**src/hw/rtl/irlt_pkg.sv**
```systemverilog
`timescale 1ns / 1ps

package irlt_pkg;

  localparam int DEF_ROUTE_ENTRIES = 16;
  localparam int DEF_PORT_COUNT    = 4;

  localparam int IN_DATA_W  = 112;
  localparam int OUT_DATA_W = 16;
  localparam int IDX_W      = 4;
  localparam int ADDR_W     = 32;
  localparam int PORT_W     = 2;
  localparam int TTL_W      = 8;
  localparam int LEN_W      = 6;

  // operation codes on the input tuser
  localparam logic OP_WRITE  = 1'b0;
  localparam logic OP_LOOKUP = 1'b1;

  // action codes on the output tuser
  localparam logic [1:0] ACT_FORWARD      = 2'd0;
  localparam logic [1:0] ACT_TTL_EXCEEDED = 2'd1;
  localparam logic [1:0] ACT_NO_ROUTE     = 2'd2;
  localparam logic [1:0] ACT_WRITE_DONE   = 2'd3;

  // command kinds passed from front to back
  localparam logic [1:0] CMD_WRITE   = 2'd0;
  localparam logic [1:0] CMD_EXPIRED = 2'd1;
  localparam logic [1:0] CMD_LOOKUP  = 2'd2;

  localparam int CMD_FIFO_DEPTH = 2;
  localparam int CMD_FIFO_PTR_W = $clog2(CMD_FIFO_DEPTH);

  typedef struct packed {
    logic [1:0]        kind;
    logic              wr_en;     // write lands in the table
    logic [IDX_W-1:0]  index;
    logic              valid;
    logic [ADDR_W-1:0] addr;      // route prefix for writes, destination for lookups
    logic [ADDR_W-1:0] mask;
    logic [LEN_W-1:0]  mask_len;
    logic [PORT_W-1:0] port;
    logic [TTL_W-1:0]  ttl;       // decremented ttl for lookups
  } cmd_t;

endpackage

```
**src/hw/rtl/irlt_front.sv**
```systemverilog
`timescale 1ns / 1ps

module irlt_front #(
  parameter int ROUTE_ENTRIES = irlt_pkg::DEF_ROUTE_ENTRIES,
  parameter int PORT_COUNT    = irlt_pkg::DEF_PORT_COUNT
) (
  input  logic                           s_tvalid,
  output logic                           s_tready,
  input  logic [irlt_pkg::IN_DATA_W-1:0] s_tdata,
  input  logic                           s_tuser,
  input  logic                           q_full,
  output logic                           push,
  output irlt_pkg::cmd_t                 cmd
);

  localparam logic [8:0] ENTRY_LIM = 9'(ROUTE_ENTRIES);
  localparam logic [4:0] PORT_LIM  = 5'(PORT_COUNT);

  logic [irlt_pkg::IDX_W-1:0]  entry_index;
  logic                        entry_valid;
  logic [irlt_pkg::ADDR_W-1:0] route_prefix;
  logic [irlt_pkg::ADDR_W-1:0] route_mask;
  logic [irlt_pkg::PORT_W-1:0] route_port;
  logic [irlt_pkg::ADDR_W-1:0] dst_ip;
  logic [irlt_pkg::TTL_W-1:0]  ttl_in;

  assign entry_index  = s_tdata[3:0];
  assign entry_valid  = s_tdata[4];
  assign route_prefix = s_tdata[36:5];
  assign route_mask   = s_tdata[68:37];
  assign route_port   = s_tdata[70:69];
  assign dst_ip       = s_tdata[102:71];
  assign ttl_in       = s_tdata[110:103];

  assign s_tready = !q_full;
  assign push     = s_tvalid && !q_full;

  always_comb begin
    cmd          = '0;
    cmd.index    = entry_index;
    cmd.valid    = entry_valid;
    cmd.mask     = route_mask;
    cmd.port     = route_port;
    cmd.mask_len = irlt_pkg::LEN_W'($countones(route_mask));
    cmd.wr_en    = (9'(entry_index) < ENTRY_LIM) && (5'(route_port) < PORT_LIM);
    if (s_tuser == irlt_pkg::OP_WRITE) begin
      cmd.kind = irlt_pkg::CMD_WRITE;
      cmd.addr = route_prefix;
    end else begin
      cmd.addr  = dst_ip;
      cmd.wr_en = 1'b0;
      // ttl of 0 or 1 expires here and never reaches the table
      if (ttl_in <= 8'd1) begin
        cmd.kind = irlt_pkg::CMD_EXPIRED;
      end else begin
        cmd.kind = irlt_pkg::CMD_LOOKUP;
        cmd.ttl  = ttl_in - 8'd1;
      end
    end
  end

endmodule

```
**src/hw/rtl/irlt_cmd_queue.sv**
```systemverilog
`timescale 1ns / 1ps

module irlt_cmd_queue (
  input  logic           clk,
  input  logic           rst,
  input  logic           push,
  input  irlt_pkg::cmd_t push_cmd,
  output logic           full,
  input  logic           pop,
  output logic           head_valid,
  output irlt_pkg::cmd_t head
);

  localparam int PW = irlt_pkg::CMD_FIFO_PTR_W;
  localparam int CW = PW + 1;
  localparam logic [CW-1:0] DEPTH_C = CW'(irlt_pkg::CMD_FIFO_DEPTH);

  irlt_pkg::cmd_t slots [irlt_pkg::CMD_FIFO_DEPTH];
  logic [PW-1:0] wr_ptr;
  logic [PW-1:0] rd_ptr;
  logic [CW-1:0] count;
  logic          do_push;
  logic          do_pop;

  assign full       = (count == DEPTH_C);
  assign head_valid = (count != '0);
  assign head       = slots[rd_ptr];
  assign do_push    = push && !full;
  assign do_pop     = pop && head_valid;

  always_ff @(posedge clk) begin
    if (rst) begin
      wr_ptr <= '0;
      rd_ptr <= '0;
      count  <= '0;
    end else begin
      if (do_push) wr_ptr <= wr_ptr + 1'b1;
      if (do_pop) rd_ptr <= rd_ptr + 1'b1;
      unique case ({do_push, do_pop})
        2'b10:   count <= count + 1'b1;
        2'b01:   count <= count - 1'b1;
        default: count <= count;
      endcase
    end
  end

  always_ff @(posedge clk) begin
    if (do_push) slots[wr_ptr] <= push_cmd;
  end

endmodule

```
**src/hw/rtl/irlt_back.sv**
```systemverilog
`timescale 1ns / 1ps

module irlt_back #(
  parameter int ROUTE_ENTRIES = irlt_pkg::DEF_ROUTE_ENTRIES
) (
  input  logic                            clk,
  input  logic                            rst,
  input  logic                            q_valid,
  input  irlt_pkg::cmd_t                  q_cmd,
  output logic                            pop,
  output logic                            m_tvalid,
  input  logic                            m_tready,
  output logic [irlt_pkg::OUT_DATA_W-1:0] m_tdata,
  output logic [1:0]                      m_tuser
);

  localparam int TW    = $clog2(ROUTE_ENTRIES);
  localparam int EXT_W = (TW > irlt_pkg::IDX_W) ? TW : irlt_pkg::IDX_W;
  localparam logic [TW:0] CNT_N = (TW + 1)'(ROUTE_ENTRIES);

  localparam logic ST_IDLE = 1'b0;
  localparam logic ST_SCAN = 1'b1;

  logic [irlt_pkg::ADDR_W-1:0] mem_prefix [ROUTE_ENTRIES];
  logic [irlt_pkg::ADDR_W-1:0] mem_mask   [ROUTE_ENTRIES];
  logic [irlt_pkg::LEN_W-1:0]  mem_len    [ROUTE_ENTRIES];
  logic [irlt_pkg::PORT_W-1:0] mem_port   [ROUTE_ENTRIES];
  logic [ROUTE_ENTRIES-1:0]    slot_valid;

  logic        state;
  logic [TW:0] cnt;
  logic [TW-1:0] rd_addr;
  logic [TW-1:0] wr_addr;
  logic [EXT_W-1:0] wr_ext;
  logic [EXT_W-1:0] hit_ext;

  logic                        rd_live;
  logic [TW-1:0]               rd_idx;
  logic                        rd_valid;
  logic [irlt_pkg::ADDR_W-1:0] rd_prefix;
  logic [irlt_pkg::ADDR_W-1:0] rd_mask;
  logic [irlt_pkg::LEN_W-1:0]  rd_len;
  logic [irlt_pkg::PORT_W-1:0] rd_port;

  logic [irlt_pkg::ADDR_W-1:0] cur_dest;
  logic [irlt_pkg::TTL_W-1:0]  cur_ttl;

  logic                        found;
  logic [irlt_pkg::LEN_W-1:0]  best_len;
  logic [TW-1:0]               best_idx;
  logic [irlt_pkg::PORT_W-1:0] best_port;

  logic hit;
  logic scan_done;
  logic out_free;
  logic out_load;
  logic is_write;
  logic is_lookup;

  logic                        out_valid;
  logic [1:0]                  out_action;
  logic [irlt_pkg::PORT_W-1:0] out_port;
  logic [irlt_pkg::IDX_W-1:0]  out_hit;
  logic [irlt_pkg::TTL_W-1:0]  out_ttl;
  logic [1:0]                  out_action_next;
  logic [irlt_pkg::PORT_W-1:0] out_port_next;
  logic [irlt_pkg::IDX_W-1:0]  out_hit_next;
  logic [irlt_pkg::TTL_W-1:0]  out_ttl_next;

  assign rd_addr  = cnt[TW-1:0];
  assign wr_ext   = EXT_W'(q_cmd.index);
  assign wr_addr  = wr_ext[TW-1:0];
  assign hit_ext  = EXT_W'(best_idx);

  assign out_free  = !out_valid || m_tready;
  assign pop       = q_valid && (state == ST_IDLE) && out_free;
  assign is_write  = (q_cmd.kind == irlt_pkg::CMD_WRITE);
  assign is_lookup = (q_cmd.kind == irlt_pkg::CMD_LOOKUP);
  assign scan_done = (state == ST_SCAN) && (cnt == CNT_N) && !rd_live;
  assign out_load  = (pop && !is_lookup) || (scan_done && out_free);

  // ties keep the earlier slot since only a strictly longer mask replaces it
  assign hit = rd_live && rd_valid && (((rd_prefix ^ cur_dest) & rd_mask) == '0)
               && (!found || (rd_len > best_len));

  always_comb begin
    out_action_next = irlt_pkg::ACT_WRITE_DONE;
    out_port_next   = '0;
    out_hit_next    = '0;
    out_ttl_next    = '0;
    if (state == ST_SCAN) begin
      out_ttl_next = cur_ttl;
      if (found) begin
        out_action_next = irlt_pkg::ACT_FORWARD;
        out_port_next   = best_port;
        out_hit_next    = hit_ext[irlt_pkg::IDX_W-1:0];
      end else begin
        out_action_next = irlt_pkg::ACT_NO_ROUTE;
      end
    end else if (q_cmd.kind == irlt_pkg::CMD_EXPIRED) begin
      out_action_next = irlt_pkg::ACT_TTL_EXCEEDED;
    end
  end

  always_ff @(posedge clk) begin
    if (rst) begin
      state      <= ST_IDLE;
      cnt        <= '0;
      rd_live    <= 1'b0;
      found      <= 1'b0;
      out_valid  <= 1'b0;
      slot_valid <= '0;
    end else begin
      if (out_load) begin
        out_valid <= 1'b1;
      end else if (m_tready) begin
        out_valid <= 1'b0;
      end
      unique case (state)
        ST_IDLE: begin
          if (pop && is_lookup) begin
            state <= ST_SCAN;
            cnt   <= '0;
            found <= 1'b0;
          end
        end
        ST_SCAN: begin
          if (scan_done && out_free) state <= ST_IDLE;
          if (cnt != CNT_N) cnt <= cnt + 1'b1;
          rd_live <= (cnt != CNT_N);
          if (hit) found <= 1'b1;
        end
        default: state <= ST_IDLE;
      endcase
      if (pop && is_write && q_cmd.wr_en) slot_valid[wr_addr] <= q_cmd.valid;
    end
  end

  always_ff @(posedge clk) begin
    if (pop && is_write && q_cmd.wr_en) begin
      mem_prefix[wr_addr] <= q_cmd.addr;
      mem_mask[wr_addr]   <= q_cmd.mask;
      mem_len[wr_addr]    <= q_cmd.mask_len;
      mem_port[wr_addr]   <= q_cmd.port;
    end
    rd_prefix <= mem_prefix[rd_addr];
    rd_mask   <= mem_mask[rd_addr];
    rd_len    <= mem_len[rd_addr];
    rd_port   <= mem_port[rd_addr];
    rd_valid  <= slot_valid[rd_addr];
    rd_idx    <= rd_addr;
    if (pop && is_lookup) begin
      cur_dest <= q_cmd.addr;
      cur_ttl  <= q_cmd.ttl;
    end
    if (hit) begin
      best_len  <= rd_len;
      best_idx  <= rd_idx;
      best_port <= rd_port;
    end
    if (out_load) begin
      out_action <= out_action_next;
      out_port   <= out_port_next;
      out_hit    <= out_hit_next;
      out_ttl    <= out_ttl_next;
    end
  end

  assign m_tvalid = out_valid;
  assign m_tuser  = out_action;
  assign m_tdata  = {2'b00, out_ttl, out_hit, out_port};

`ifndef NO_ASSERTIONS
  a_live_in_scan: assert property (@(posedge clk) disable iff (rst)
    rd_live |-> (state == ST_SCAN))
    else $error("table read in flight outside a scan");

  a_scan_start: assert property (@(posedge clk) disable iff (rst)
    (pop && is_lookup) |=> ((state == ST_SCAN) && (cnt == '0) && !found && !rd_live))
    else $error("scan did not start clean");

  a_cnt_bound: assert property (@(posedge clk) disable iff (rst)
    (state == ST_SCAN) |-> (cnt <= CNT_N))
    else $error("scan counter ran past the table");

  a_result_out: assert property (@(posedge clk) disable iff (rst)
    (scan_done && out_free) |=> (m_tvalid && (state == ST_IDLE)))
    else $error("finished lookup gave no result");

  a_no_overwrite: assert property (@(posedge clk) disable iff (rst)
    (m_tvalid && !m_tready) |-> !out_load)
    else $error("result register loaded while a beat is pending");
`endif

endmodule

```
**src/hw/rtl/ipv4_route_lookup_ttl.sv**
```systemverilog
`timescale 1ns / 1ps

// IPv4 longest-prefix route lookup with ttl check. Input beats carry either a
// route write (tuser 0) or a lookup (tuser 1); every beat gives exactly one
// result beat, in order. Writes and expired-ttl lookups go straight to the
// result register once they reach the back end. A lookup that goes to the
// table holds the back end until its scan ends, so a following command waits
// in the queue: the table sits in a memory with one read port, scanned one
// slot per cycle behind a registered read, and the best match then goes into
// the result register once it is free. A two-entry command queue between the
// decode front and the table back end lets the input keep accepting, until
// the queue is full, while a scan runs or a result waits.
// The valid marks clear at reset; no clearing pass is needed.
module ipv4_route_lookup_ttl #(
  parameter int ROUTE_ENTRIES = irlt_pkg::DEF_ROUTE_ENTRIES,
  parameter int PORT_COUNT    = irlt_pkg::DEF_PORT_COUNT
) (
  input  logic                            clk,
  input  logic                            rst,
  input  logic                            s_tvalid,
  output logic                            s_tready,
  // entry_index, entry_valid, route_prefix, route_mask, route_port, dst_ip, ttl_in
  input  logic [irlt_pkg::IN_DATA_W-1:0]  s_tdata,
  // operation
  input  logic                            s_tuser,
  output logic                            m_tvalid,
  input  logic                            m_tready,
  // out_port, hit_index, ttl_out
  output logic [irlt_pkg::OUT_DATA_W-1:0] m_tdata,
  // action
  output logic [1:0]                      m_tuser
);

  irlt_pkg::cmd_t push_cmd;
  irlt_pkg::cmd_t head_cmd;
  logic push;
  logic q_full;
  logic q_valid;
  logic pop;

  irlt_front #(
    .ROUTE_ENTRIES (ROUTE_ENTRIES),
    .PORT_COUNT    (PORT_COUNT)
  ) u_front (
    .s_tvalid (s_tvalid),
    .s_tready (s_tready),
    .s_tdata  (s_tdata),
    .s_tuser  (s_tuser),
    .q_full   (q_full),
    .push     (push),
    .cmd      (push_cmd)
  );

  irlt_cmd_queue u_queue (
    .clk        (clk),
    .rst        (rst),
    .push       (push),
    .push_cmd   (push_cmd),
    .full       (q_full),
    .pop        (pop),
    .head_valid (q_valid),
    .head       (head_cmd)
  );

  irlt_back #(
    .ROUTE_ENTRIES (ROUTE_ENTRIES)
  ) u_back (
    .clk      (clk),
    .rst      (rst),
    .q_valid  (q_valid),
    .q_cmd    (head_cmd),
    .pop      (pop),
    .m_tvalid (m_tvalid),
    .m_tready (m_tready),
    .m_tdata  (m_tdata),
    .m_tuser  (m_tuser)
  );

endmodule
```
**config.mk**
```make
export PLATFORM = sky130hd
export DESIGN_NAME = ipv4_route_lookup_ttl
export DESIGN_NICKNAME = d
export VERILOG_FILES = /design/src/hw/rtl/irlt_pkg.sv /design/src/hw/rtl/irlt_front.sv /design/src/hw/rtl/irlt_cmd_queue.sv /design/src/hw/rtl/irlt_back.sv /design/src/hw/rtl/ipv4_route_lookup_ttl.sv
export SDC_FILE = /design/constraint.sdc
export NUM_CORES = 1
export LEC_CHECK = 0
export ABC_AREA = 1
export BUFFER_PORTS_ARGS = -buffer_cell sky130_fd_sc_hd__buf_2
export CAP_MARGIN = 20
export CELL_PAD_IN_SITES_DETAIL_PLACEMENT = 1
export CELL_PAD_IN_SITES_GLOBAL_PLACEMENT = 1
export CORE_UTILIZATION = 30
export DETAILED_ROUTE_END_ITERATION = 10
export PLACE_DENSITY = 0.51
export SLEW_MARGIN = 20
export SYNTH_ARGS = -nofsm -noshare
export SYNTH_HDL_FRONTEND = slang
export SYNTH_SLANG_ARGS = --single-unit
```
**constraint.sdc**
```tcl
create_clock -name clk -period 18.2 [get_ports clk]
set_input_delay 1.82 -clock clk [delete_from_list [all_inputs] [get_ports clk]]
set_output_delay 1.82 -clock clk [all_outputs]
set_load 0.02 [all_outputs]
```
==> results.txt <==
Hold Buf Count CTS -> 0
DP Worst Slack -> 12.02 ns
Least-Margin Pin Slew -> 1.073 ns
Slew Viols, Final -> 0
grt ovf -> 0
placed cells -> 6891
pin count of the biggest net entering global routing -> 229
Initial Utilization -> 30.26%
CP Capture Point -> u_queue.slots[0][15]
Sink Count -> 1503
Tot GR Track Use -> 17.21%
crit path max fanout -> 3
Worst VDD drop -> 0.1294 mV
via count -> 35649
Clock Latency Late Sink -> 0.81 ns
initial antenna violation count -> 6
Critical Path Start Type -> input pin
Layout Cells excl Fill -> 7198
crit path launch -> s_tdata[40]
Setup CP Type -> input pin to flop
Post-Route WL -> 170600 µm
number of distinct library cells after synthesis -> 46
fin util -> 34.56%
FFs w/ async S/R, synth -> 0%
area delta synth->final -> 14.22%
fillcell total -> 20370
Top FF cell, synth -> edfxtp_1
number of synthesis warnings -> 0
unrepaired setup endpoints after global routing -> false
first drt pass iteration count -> 5
Worst EP arrival -> 5.93 ns
min-delay src -> u_back.rd_idx[2]
relative slew slack -> 27.82%
port bufs -> 133
layout cells sized above 1 -> 9.784%
final hold slack -> 0.4047 ns
Final HPWL DP -> 90930 µm
Power Total -> 10.44 mW
first-pass GRT wire length -> 250300 µm
Reg-to-Reg End -> u_back.mem_mask[15][2]
period utilization -> 29.68%
LEAKAGE -> 22.63 nW
CTS Buf Count -> 164
core area -> 193000 µm²
final setup margin -> 12.80 ns
Die Area -> 196400 µm²
Seq/Total Area, Yosys -> 75.45%
H-tree levels -> 4
max_cap viols -> 0
crit end category -> flop
WL/cell -> 23.71 µm
mapped cell area -> 58400 µm²
setup bufs post-CTS -> 0
CTS tree -> built
#FFs+latches synth -> 1503
syn avg cell area -> 13.15 µm²
Resize count post-CTS -> 0
R2R setup slack -> 13.69 ns
Hold Fails Final Rpt -> 0
min cycle time layout -> 5.402 ns
number of routed nets with antenna violations -> 0
CTS root buf -> clkbuf_16
DR DRC count -> 0
cells after synthesis -> 4440
Data required, critical path -> 18.73 ns
Cell Area, Placed -> 61550 µm²
clk_skew -> 0.04378 ns
clock-pin slew on the worst setup and hold paths -> 0.05 ns
Die Y -> 443.2 µm
# IOs -> 137
status -> completed
final setup vio count -> 0
reg2reg path depth -> 9
Pwr Density -> 156.6 nW/µm²
vias per cell -> 4.953
die width -> 443.2 µm
Setup TNS -> 0 ns
vias in the first global route -> 37074
CTS max path bufs -> 3
fmax -> 185.1 MHz
Post-synth EDFFs -> 1396
post-route design area -> 66700 µm²
num rows -> 161
worst min path class -> flop to flop
Initial DRC Count -> 2394
Final nets -> 4709
GP Congestion -> 0.7354
[final cells by class]
type                            instances  area (µm²)  area share, %
Tap cell                             2526        3161          4.738
Timing Repair Buffer                  189        1124          1.684
Inverter                              154       640.6         0.9604
Antenna cell                            1       2.502       0.003751
Clock inverter                         68       544.3         0.8160
Clock buffer                          238        4608          6.908
Multi-Input combinational cell       2519       12550          18.81
Sequential cell                      1503       44080          66.08
[registers in the layout (all words and copies together) (netlist names), 4 cells and up, named ones only]
register	flops
u_back.mem_len	96
u_back.rd_len	6
u_back.best_len	6
u_back.mem_prefix	512
u_back.rd_idx	4
u_back.best_idx	4
u_back.mem_port	32
u_back.cur_ttl	8
u_back.cnt	5
u_back.cur_dest	32
u_back.out_hit	4
u_back.rd_prefix	32
u_back.out_ttl	8
u_queue.slots	176
u_back.mem_mask	512
u_back.slot_valid	16
u_back.rd_mask	32
[critical path: stages]
cell and delay [ns]:
buf_2 0.12, ha_1 0.27, inv_1 0.06, fa_1 0.44, fa_1 0.62, inv_1 0.08, fa_1 0.52, fa_1 0.56
inv_1 0.05, fa_1 0.47, inv_1 0.04, ha_1 0.21, fa_1 0.47, nand3_1 0.10, nand2_1 0.09
[synthesized netlist by cell type, types with 8 or more instances]
| master | instances | area [µm²] |
|---|---|---|
| a21oi_1 | 33 | 165.2 |
| buf_1 | 20 | 75.07 |
| buf_2 | 53 | 265.3 |
| buf_4 | 13 | 97.59 |
| buf_6 | 17 | 191.4 |
| clkbuf_1 | 150 | 563.0 |
| clkbuf_2 | 12 | 60.06 |
| clkinv_1 | 8 | 30.03 |
| dfxtp_1 | 107 | 2142 |
| edfxtp_1 | 1396 | 41920 |
| fa_1 | 26 | 520.5 |
| ha_1 | 35 | 437.9 |
| inv_1 | 143 | 536.8 |
| nand2_1 | 620 | 2327 |
| nand3_1 | 150 | 750.7 |
| nor2_1 | 658 | 2470 |
| nor3_1 | 10 | 50.05 |
| o211ai_1 | 25 | 187.7 |
| o21ai_0 | 561 | 2808 |
| o21ai_1 | 55 | 275.3 |
| o221ai_1 | 119 | 1042 |
| o22ai_1 | 170 | 1064 |
| or2_2 | 9 | 56.30 |
[worst min-delay path by stage]
stage,end,slack [ns],depth (start not counted)
6_report,u_back.best_idx[2],0.40,0
5_1_grt,u_back.best_idx[2],0.41,0
4_1_cts,u_back.best_idx[2],0.40,0
3_5_place_dp,u_back.best_idx[2],0.39,0
3_3_place_gp,u_back.best_idx[2],0.39,0
2_1_floorplan,u_back.rd_idx[3],0.35,0
[cells in the final DEF, fill, tap and decap left out, drive strengths merged, types with 2 or more instances in the layout]
cell type	synthesis	final
a211oi	2	2
a21boi	2	2
a21oi	33	33
a31oi	2	2
buf	103	189
bufinv	0	6
clkbuf	162	238
clkinv	8	54
clkinvlp	0	4
conb	1	2
dfxtp	107	107
edfxtp	1396	1396
fa	26	26
ha	35	35
inv	146	158
nand2	623	623
nand3	150	150
nand4	6	6
nor2	664	664
nor3	10	10
nor3b	2	2
nor4	3	3
o211ai	25	25
o21ai	617	617
o221ai	119	119
o22ai	170	170
or2	13	13
xnor2	3	3
xor2	7	7
[cell families (layout without fill, tap and decap cells)]
| family | Yosys count | count (layout) | share of synthesized area (%) |
|---|---|---|---|
| compound gates | 972 | 972 | 9.605 |
| xor+xnor | 10 | 10 | 0.1500 |
| fa+ha+maj | 61 | 61 | 1.641 |
| buf+inv | 419 | 649 | 3.143 |
| flops | 1503 | 1503 | 75.45 |
| other cells | 1 | 3 | 0.006421 |
| simple gates | 1474 | 1474 | 10.00 |
[layer usage]
layer  global-route usage (%)  vias up  share of wire (%)
met4                    4.328        2                1.9
li1                         -    16330                  -
met5                        0        -             0.0088
met1                    22.68    18633                 45
met3                    2.164      214                2.9
met2                    29.88      470                 50
[where the power goes]
| group | total [mW] | internal (mW) | switching, mW | leakage, nW |
|---|---|---|---|---|
| sequential | 4.59 | 4.43 | 0.154 | 13.6 |
| combinational | 2.65 | 0.644 | 2.00 | 6.57 |
| clock | 3.21 | 1.84 | 1.36 | 2.50 |
Power figures use the tool's default switching activity.
